### config.mk
export PLATFORM = sky130hd
export DESIGN_NAME = rgb_to_yuv_subsampling_converter_unit
export DESIGN_NICKNAME = d
export VERILOG_FILES = /design/src/hw/rtl/ryuv_pkg.sv /design/src/hw/rtl/rgb_to_yuv_subsampling_converter_unit.sv
export SDC_FILE = /design/constraint.sdc
export NUM_CORES = 1
export LEC_CHECK = 0
export BUFFER_PORTS_ARGS = -buffer_cell sky130_fd_sc_hd__buf_2
export CAP_MARGIN = 20
export CORE_MARGIN = 1
export CORE_UTILIZATION = 45
export DETAILED_ROUTE_END_ITERATION = 6
export GPL_TIMING_DRIVEN = 0
export SLEW_MARGIN = 20
export SYNTH_ARGS = -nofsm -noshare
export SYNTH_HDL_FRONTEND = slang
export SYNTH_SLANG_ARGS = --single-unit
### constraint.sdc
create_clock -name i_clk -period 17.4 [get_ports i_clk]
set_input_delay 0 -clock i_clk [delete_from_list [all_inputs] [get_ports i_clk]]
set_output_delay 0 -clock i_clk [all_outputs]
set_load 0.01 [all_outputs]
### src/hw/rtl/ryuv_pkg.sv
package ryuv_pkg;

    // Default frame size limits
    localparam int MAX_WIDTH_DEF  = 4096;
    localparam int MAX_HEIGHT_DEF = 4096;

    // Configuration register indexes
    localparam logic [1:0] REG_SUBSAMPLE_MODE = 2'd0;
    localparam logic [1:0] REG_FRAME_WIDTH    = 2'd1;
    localparam logic [1:0] REG_FRAME_HEIGHT   = 2'd2;

    // Subsampling modes; the unused code behaves as 4:2:0
    localparam logic [1:0] MODE_444 = 2'd0;
    localparam logic [1:0] MODE_422 = 2'd1;
    localparam logic [1:0] MODE_420 = 2'd2;

    localparam int CFG_DATA_W = 13;

    localparam logic [CFG_DATA_W-1:0] FRAME_WIDTH_RST  = 13'd1920;
    localparam logic [CFG_DATA_W-1:0] FRAME_HEIGHT_RST = 13'd1080;

    // BT.601 integer coefficients, magnitudes; signs are applied in the sums
    localparam logic [15:0] C_Y_R   = 16'd66;
    localparam logic [15:0] C_Y_G   = 16'd129;
    localparam logic [15:0] C_Y_B   = 16'd25;
    localparam logic [15:0] C_CB_R  = 16'd38;
    localparam logic [15:0] C_CB_G  = 16'd74;
    localparam logic [15:0] C_CB_B  = 16'd112;
    localparam logic [15:0] C_CR_R  = 16'd112;
    localparam logic [15:0] C_CR_G  = 16'd94;
    localparam logic [15:0] C_CR_B  = 16'd18;
    localparam logic [15:0] C_ROUND = 16'd128;
    // rounding plus the 128 offset moved ahead of the shift
    localparam logic [15:0] C_CHROMA_BIAS = 16'd32896;
    localparam logic [7:0]  C_LUMA_OFFSET = 8'd16;

    typedef struct packed {
        logic [7:0] red;
        logic [7:0] green;
        logic [7:0] blue;
    } t_pixel;

    typedef struct packed {
        logic [7:0] luma;
        logic       chroma_valid;
        logic [7:0] blue_difference;
        logic [7:0] red_difference;
        logic       end_of_frame;
    } t_result;

endpackage

### src/hw/rtl/rgb_to_yuv_subsampling_converter_unit.sv
// RGB24 to BT.601 YCbCr converter: takes one pixel per clock in raster order while
// o_stall is low and gives one result item per pixel, held in the output
// register or, while the output stalls, the skid register. The arithmetic is a
// single pass of three constant multiply-add sums into the output register; a skid
// register behind it lets o_stall come from a flop, so a pixel is still taken in
// the cycle the downstream side first stalls. Column and row counters advance on
// every accepted pixel and wrap at the configured frame size (zero reads as one,
// sizes above the maximum saturate); end_of_frame marks the last pixel. chroma_valid
// follows the subsampling mode, and Cb/Cr read zero when it is low. Configuration
// is written through the cfg port, always ready, and does not clear the counters.
module rgb_to_yuv_subsampling_converter_unit #(
    parameter int MAX_WIDTH  = ryuv_pkg::MAX_WIDTH_DEF,
    parameter int MAX_HEIGHT = ryuv_pkg::MAX_HEIGHT_DEF
) (
    input  logic                              i_clk,
    input  logic                              i_rst_n,
    input  logic                              i_valid,
    output logic                              o_stall,
    input  ryuv_pkg::t_pixel                  i_pixel,
    output logic                              o_valid,
    input  logic                              i_stall,
    output ryuv_pkg::t_result                 o_result,
    input  logic                              i_cfg_valid,
    output logic                              o_cfg_ready,
    input  logic [1:0]                        i_cfg_index,
    input  logic [ryuv_pkg::CFG_DATA_W-1:0]   i_cfg_data
);
    import ryuv_pkg::*;

    localparam int CW  = $clog2(MAX_WIDTH);
    localparam int RW  = $clog2(MAX_HEIGHT);
    localparam int WWF = $clog2(MAX_WIDTH + 1);
    localparam int HWF = $clog2(MAX_HEIGHT + 1);
    localparam int XW  = ((WWF > CFG_DATA_W) ? WWF : CFG_DATA_W) + 1;
    localparam int YW  = ((HWF > CFG_DATA_W) ? HWF : CFG_DATA_W) + 1;

    logic [1:0]            r_mode;
    logic [CFG_DATA_W-1:0] r_frame_width;
    logic [CFG_DATA_W-1:0] r_frame_height;
    logic [CW-1:0]         r_col, n_col;
    logic [RW-1:0]         r_row, n_row;
    logic                  r_out_valid, n_out_valid;
    logic                  r_skid_valid, n_skid_valid;
    t_result               r_out, r_skid, w_new;

    logic          w_accept, w_out_free;
    logic [XW-1:0] w_w_raw, w_w_eff;
    logic [YW-1:0] w_h_raw, w_h_eff;
    logic          w_last_col, w_last_row, w_cv;
    logic [15:0]   w_r, w_g, w_b, w_ys, w_us, w_vs;

    assign o_cfg_ready = 1'b1;
    assign o_stall     = r_skid_valid;
    assign o_valid     = r_out_valid;
    assign o_result    = r_out;

    assign w_accept   = i_valid && !r_skid_valid;
    assign w_out_free = !r_out_valid || !i_stall;

    // effective frame size
    always_comb begin
        w_w_raw = XW'(r_frame_width);
        w_h_raw = YW'(r_frame_height);
        if (w_w_raw == '0) begin
            w_w_eff = XW'(1);
        end else if (w_w_raw > XW'(MAX_WIDTH)) begin
            w_w_eff = XW'(MAX_WIDTH);
        end else begin
            w_w_eff = w_w_raw;
        end
        if (w_h_raw == '0) begin
            w_h_eff = YW'(1);
        end else if (w_h_raw > YW'(MAX_HEIGHT)) begin
            w_h_eff = YW'(MAX_HEIGHT);
        end else begin
            w_h_eff = w_h_raw;
        end
    end

    // a counter at or past the last position counts as last
    assign w_last_col = (XW'(r_col) + XW'(1)) >= w_w_eff;
    assign w_last_row = (YW'(r_row) + YW'(1)) >= w_h_eff;

    always_comb begin
        case (r_mode)
            MODE_444: w_cv = 1'b1;
            MODE_422: w_cv = ~r_col[0];
            default:  w_cv = ~r_col[0] & ~r_row[0];
        endcase
    end

    // sums are known non-negative and below 2^16, so modulo-2^16 math is exact
    always_comb begin
        w_r  = 16'(i_pixel.red);
        w_g  = 16'(i_pixel.green);
        w_b  = 16'(i_pixel.blue);
        w_ys = C_Y_R * w_r + C_Y_G * w_g + C_Y_B * w_b + C_ROUND;
        w_us = C_CB_B * w_b + C_CHROMA_BIAS - C_CB_R * w_r - C_CB_G * w_g;
        w_vs = C_CR_R * w_r + C_CHROMA_BIAS - C_CR_G * w_g - C_CR_B * w_b;
        w_new.luma            = w_ys[15:8] + C_LUMA_OFFSET;
        w_new.chroma_valid    = w_cv;
        w_new.blue_difference = w_cv ? w_us[15:8] : 8'd0;
        w_new.red_difference  = w_cv ? w_vs[15:8] : 8'd0;
        w_new.end_of_frame    = w_last_col && w_last_row;
    end

    always_comb begin
        n_col = r_col;
        n_row = r_row;
        if (w_accept) begin
            if (w_last_col) begin
                n_col = '0;
                n_row = w_last_row ? '0 : r_row + RW'(1);
            end else begin
                n_col = r_col + CW'(1);
            end
        end
    end

    always_comb begin
        n_out_valid  = r_out_valid;
        n_skid_valid = r_skid_valid;
        if (w_out_free) begin
            n_out_valid  = r_skid_valid || w_accept;
            n_skid_valid = 1'b0;
        end else if (w_accept) begin
            n_skid_valid = 1'b1;
        end
    end

    always_ff @(posedge i_clk) begin
        if (!i_rst_n) begin
            r_mode         <= MODE_444;
            r_frame_width  <= FRAME_WIDTH_RST;
            r_frame_height <= FRAME_HEIGHT_RST;
            r_col          <= '0;
            r_row          <= '0;
            r_out_valid    <= 1'b0;
            r_skid_valid   <= 1'b0;
        end else begin
            if (i_cfg_valid && o_cfg_ready) begin
                unique case (i_cfg_index)
                    REG_SUBSAMPLE_MODE: r_mode         <= i_cfg_data[1:0];
                    REG_FRAME_WIDTH:    r_frame_width  <= i_cfg_data;
                    REG_FRAME_HEIGHT:   r_frame_height <= i_cfg_data;
                    default: ;
                endcase
            end
            r_col        <= n_col;
            r_row        <= n_row;
            r_out_valid  <= n_out_valid;
            r_skid_valid <= n_skid_valid;
        end
    end

    always_ff @(posedge i_clk) begin
        if (w_out_free) begin
            if (r_skid_valid) begin
                r_out <= r_skid;
            end else if (w_accept) begin
                r_out <= w_new;
            end
        end else if (w_accept) begin
            r_skid <= w_new;
        end
    end

    a_skid_implies_out: assert property (@(posedge i_clk) disable iff (!i_rst_n)
        r_skid_valid |-> r_out_valid)
        else $error("skid register holds an item while the output register is empty");

    a_frame_wrap: assert property (@(posedge i_clk) disable iff (!i_rst_n)
        (w_accept && w_last_col && w_last_row) |=> (r_col == '0 && r_row == '0))
        else $error("counters did not wrap after the last pixel of the frame");

    a_chroma_zero: assert property (@(posedge i_clk) disable iff (!i_rst_n)
        (r_out_valid && !r_out.chroma_valid) |->
            (r_out.blue_difference == 8'd0 && r_out.red_difference == 8'd0))
        else $error("chroma fields nonzero on a pixel without a chroma sample");

endmodule

==> impl_metrics.env <==
export IMPL_status="completed"
export IMPL_wl_mm=27.20
export IMPL_remaining_drc_errors=0
export IMPL_synth_area_per_cell_um2=9.311
export IMPL_initial_core_util_pct=45.63
export IMPL_fin_crit_sh_pct=34.65
export IMPL_drtIter0Drc=407
export IMPL_slew_headroom_pct=47.19
export IMPL_die_height_um=167.1
export IMPL_vias=9146
export IMPL_rsz0062_at_grt="false"
export IMPL_drive_above_1_share_pct=8.251
export IMPL_cts_tree="yes"
export IMPL_critPathMaxStageDelay_ns=0.50
export IMPL_rr_worst_depth=12
export IMPL_core_area_um2=26880
export IMPL_die_area_um2=27920
export IMPL_post_place_ws_ns=10.99
export IMPL_cts_buffer_depth=2
export IMPL_finalSetupViolCount=0
export IMPL_final_cells=1759
export IMPL_hold_violations=0
export IMPL_multi_input_area_um2=8708
export IMPL_die_w_um=167.1
export IMPL_grt_total_usage_pct=20.91
export IMPL_cts_max_level=3
export IMPL_area_growth_pct=10.34
export IMPL_nNetsFinal=1798
export IMPL_path_common_cell="ha_1"
export IMPL_layout_common_cells="254 x ha_1, 218 x inv_1, 138 x nand2_1"
export IMPL_cts_sinks=106
export IMPL_dp_hpwl_mm=22.30
export IMPL_clock_skew_ns=0.01223
export IMPL_pin_count=73
export IMPL_period_minus_slack_ns=6.028
export IMPL_ys_seq_area_share_pct=21.55
export IMPL_antenna_cells=0
export IMPL_synth_async_reset_ratio_pct=0
export IMPL_post_cts_buffers=0
export IMPL_seq_area_um2=2643
export IMPL_ctsResizeCount=0
export IMPL_max_freq_mhz=165.9
export IMPL_p_per_area_nw_per_um2=181.4
export IMPL_fillers=2589
export IMPL_ys_warn_count=0
export IMPL_ys_types=60
export IMPL_setup_ws_ns=11.37
export IMPL_synth_edf_count=52
export IMPL_ir_drop_uv=213.0
export IMPL_synthCells=1317
export IMPL_row_count=60
export IMPL_worstSetupEndpointType="flip-flop"
export IMPL_setup_worst_path_class="in2reg"
export IMPL_vias_per_cell=5.200
export IMPL_path_cells="buf_2 > ha_1 > ha_1 > ha_1 > fa_1 > xor2_1 > ha_1 > inv_1 > fa_1 > inv_1 > fa_1 > fa_1 > ha_1 > ha_1 > nand4_1 > a2111o_1 > a41o_1 > nor2b_1 > xnor2_1 > ha_1 > xor2_1 > xnor2_1 > mux2_2"
export IMPL_grt_pass1_vias=9495
export IMPL_ys_dominant_reg_cell="dfxtp_1"
export IMPL_syn_num_nets=1702
export IMPL_slew_violations=0
export IMPL_wire_per_inst_um=15.46
export IMPL_first_pass_iters=4
export IMPL_cp_max_fo=12
export IMPL_antenna_found_initial=0
export IMPL_cp_start_kind="input port"
export IMPL_dp_cells=1730
export IMPL_tns_ns=0
export IMPL_cp_data_arrival_time_ns=6.14
export IMPL_worst_path_max_delay_cell="fa_1"
export IMPL_hold_depth=3
export IMPL_grt_max_degree=26
export IMPL_cap_violations=0
export IMPL_grt_pass1_wl_mm=46.36
export IMPL_worstMarginPinSlew_ns=0.7874
export IMPL_insertion_delay_ns=0.36
export IMPL_place_port_buffers=70
export IMPL_p_leak_nw=6.630
export IMPL_ys_ff_latch=106
export IMPL_cts_buffers_inserted=9
export IMPL_cts_root_buf="clkbuf_16"
export IMPL_syn_area_um2=12260
export IMPL_grt_ovfl_total=0
export IMPL_final_common_cell="ha_1"
export IMPL_drt_antenna_violating_nets=0
export IMPL_place_congestion=0.8292
export IMPL_cts_clk_slew_worst_paths_ns=0.07
export IMPL_min_path_type="in2reg"
export IMPL_worstPathRequired_ns=17.51
-- path summary, 6_finish.rpt --
path,from,endpoint,slack [ns]
worst max-delay path,i_pixel[23],o_result[24],11.37
worst min-delay path,i_stall,o_stall,0.04
worst max register to register,r_row[0],o_result[0],13.35
worst min register to register,r_frame_width[0],r_frame_width[0],0.49
-- cells in the mapped netlist (all sizes together) (6+ instances only) --
master / count / area share, %
ha: 254 / 26
inv: 218 / 6.7
nand2: 139 / 4.3
fa: 87 / 14
a21oi: 69 / 2.8
xnor2: 58 / 4.1
dfxtp: 54 / 8.8
edfxtp: 52 / 13
nor2: 49 / 1.5
nand3: 32 / 1.3
xor2: 30 / 2.1
a21boi: 24 / 1.5
clkbuf: 23 / 0.70
o21ai: 23 / 0.94
a21o: 21 / 1.3
o22ai: 19 / 0.97
and3: 18 / 0.93
nand3b: 18 / 1.1
o21bai: 16 / 0.98
mux2: 12 / 1.1
o21a: 10 / 0.61
nor2b: 9 / 0.46
nor3: 9 / 0.37
o31ai: 9 / 0.55
nand2b: 7 / 0.36
a211oi: 6 / 0.41
-- flip-flops by register name, summed over array words and instances (netlist names) --
signal / count
o_valid: 1
r_mode: 2
r_frame_width: 13
r_row: 12
r_col: 12
r_skid: 26
o_result: 26
r_frame_height: 13
o_stall: 1
-- kinds of logic (layout without fill, tap and decap cells) --
family,Yosys count,count (layout),synth area share (%)
adders and majority gates,342,342,40.21
xor gates and xnor gates,88,88,6.285
and+or+nand+nor,304,304,11.68
AOI/OAI and AO/OA,216,216,11.39
other,1,1,0.03058
muxes,14,14,1.265
buffers and inverters,246,347,7.591
DFF,106,106,21.55
-- routing by layer --
metal | track usage [%] | wire length, µm | share of wire (%) | vias to the layer above
met5 | 0 | 0 | 0 | -
met4 | 5.837 | 589 | 2.2 | 0
met3 | 2.804 | 824 | 3.0 | 31
met2 | 36.44 | 12820 | 47 | 132
met1 | 26.96 | 12970 | 48 | 4349
li1 | - | - | - | 4634
-- area by class of cell --
type	instances	share of cell area, %
multi-input combinational	965	64.36
sequential	106	19.53
clock buffer	10	1.701
clock inverter	6	0.4716
tap	341	3.153
timing repair buffer	85	3.902
inverter	218	6.048
buffer	28	0.8323
-- power by group --
part	switching, mW	internal [mW]	total (mW)	leakage (nW)
sequential	0.0136	0.479	0.493	0.925
combinational	0.985	0.770	1.75	5.55
clock	0.0998	0.107	0.207	0.151
total	1.10	1.36	2.45	6.63
-- timing repair --
action	in CTS	in global routing
endpoints found under the setup margin	0	0
hold endpoints to repair	28	0
hold buffers	13	0
-- worst max-delay path: cells and delay by family --
family	cells	cell delay, ns
AO/OA/AOI/OAI	2	0.71
XOR/XNOR	4	0.60
adder cells (fa/ha/maj)	11	3.85
buffers and inverters	3	0.37
multiplexers	1	0.26
AND/OR/NAND/NOR	2	0.34
-- stage by stage --
| stage | utilization [%] | power [mW] | area, µm² | hold WS (ns) |
|---|---|---|---|---|
| global route | 50.34 | 2.735 | 13530 | 0.04603 |
| CTS | 50.34 | 2.495 | 13530 | 0.03248 |
| global placement | 48.52 | 2.241 | 13040 | 0.2493 |
| finish | 50.34 | 2.454 | 13530 | 0.03524 |
| floorplan | - | 1.829 | 12260 | 0.1240 |
| detailed placement | 48.77 | 2.262 | 13110 | 0.2476 |
No activity file was read; power rests on OpenSTA's default activity.
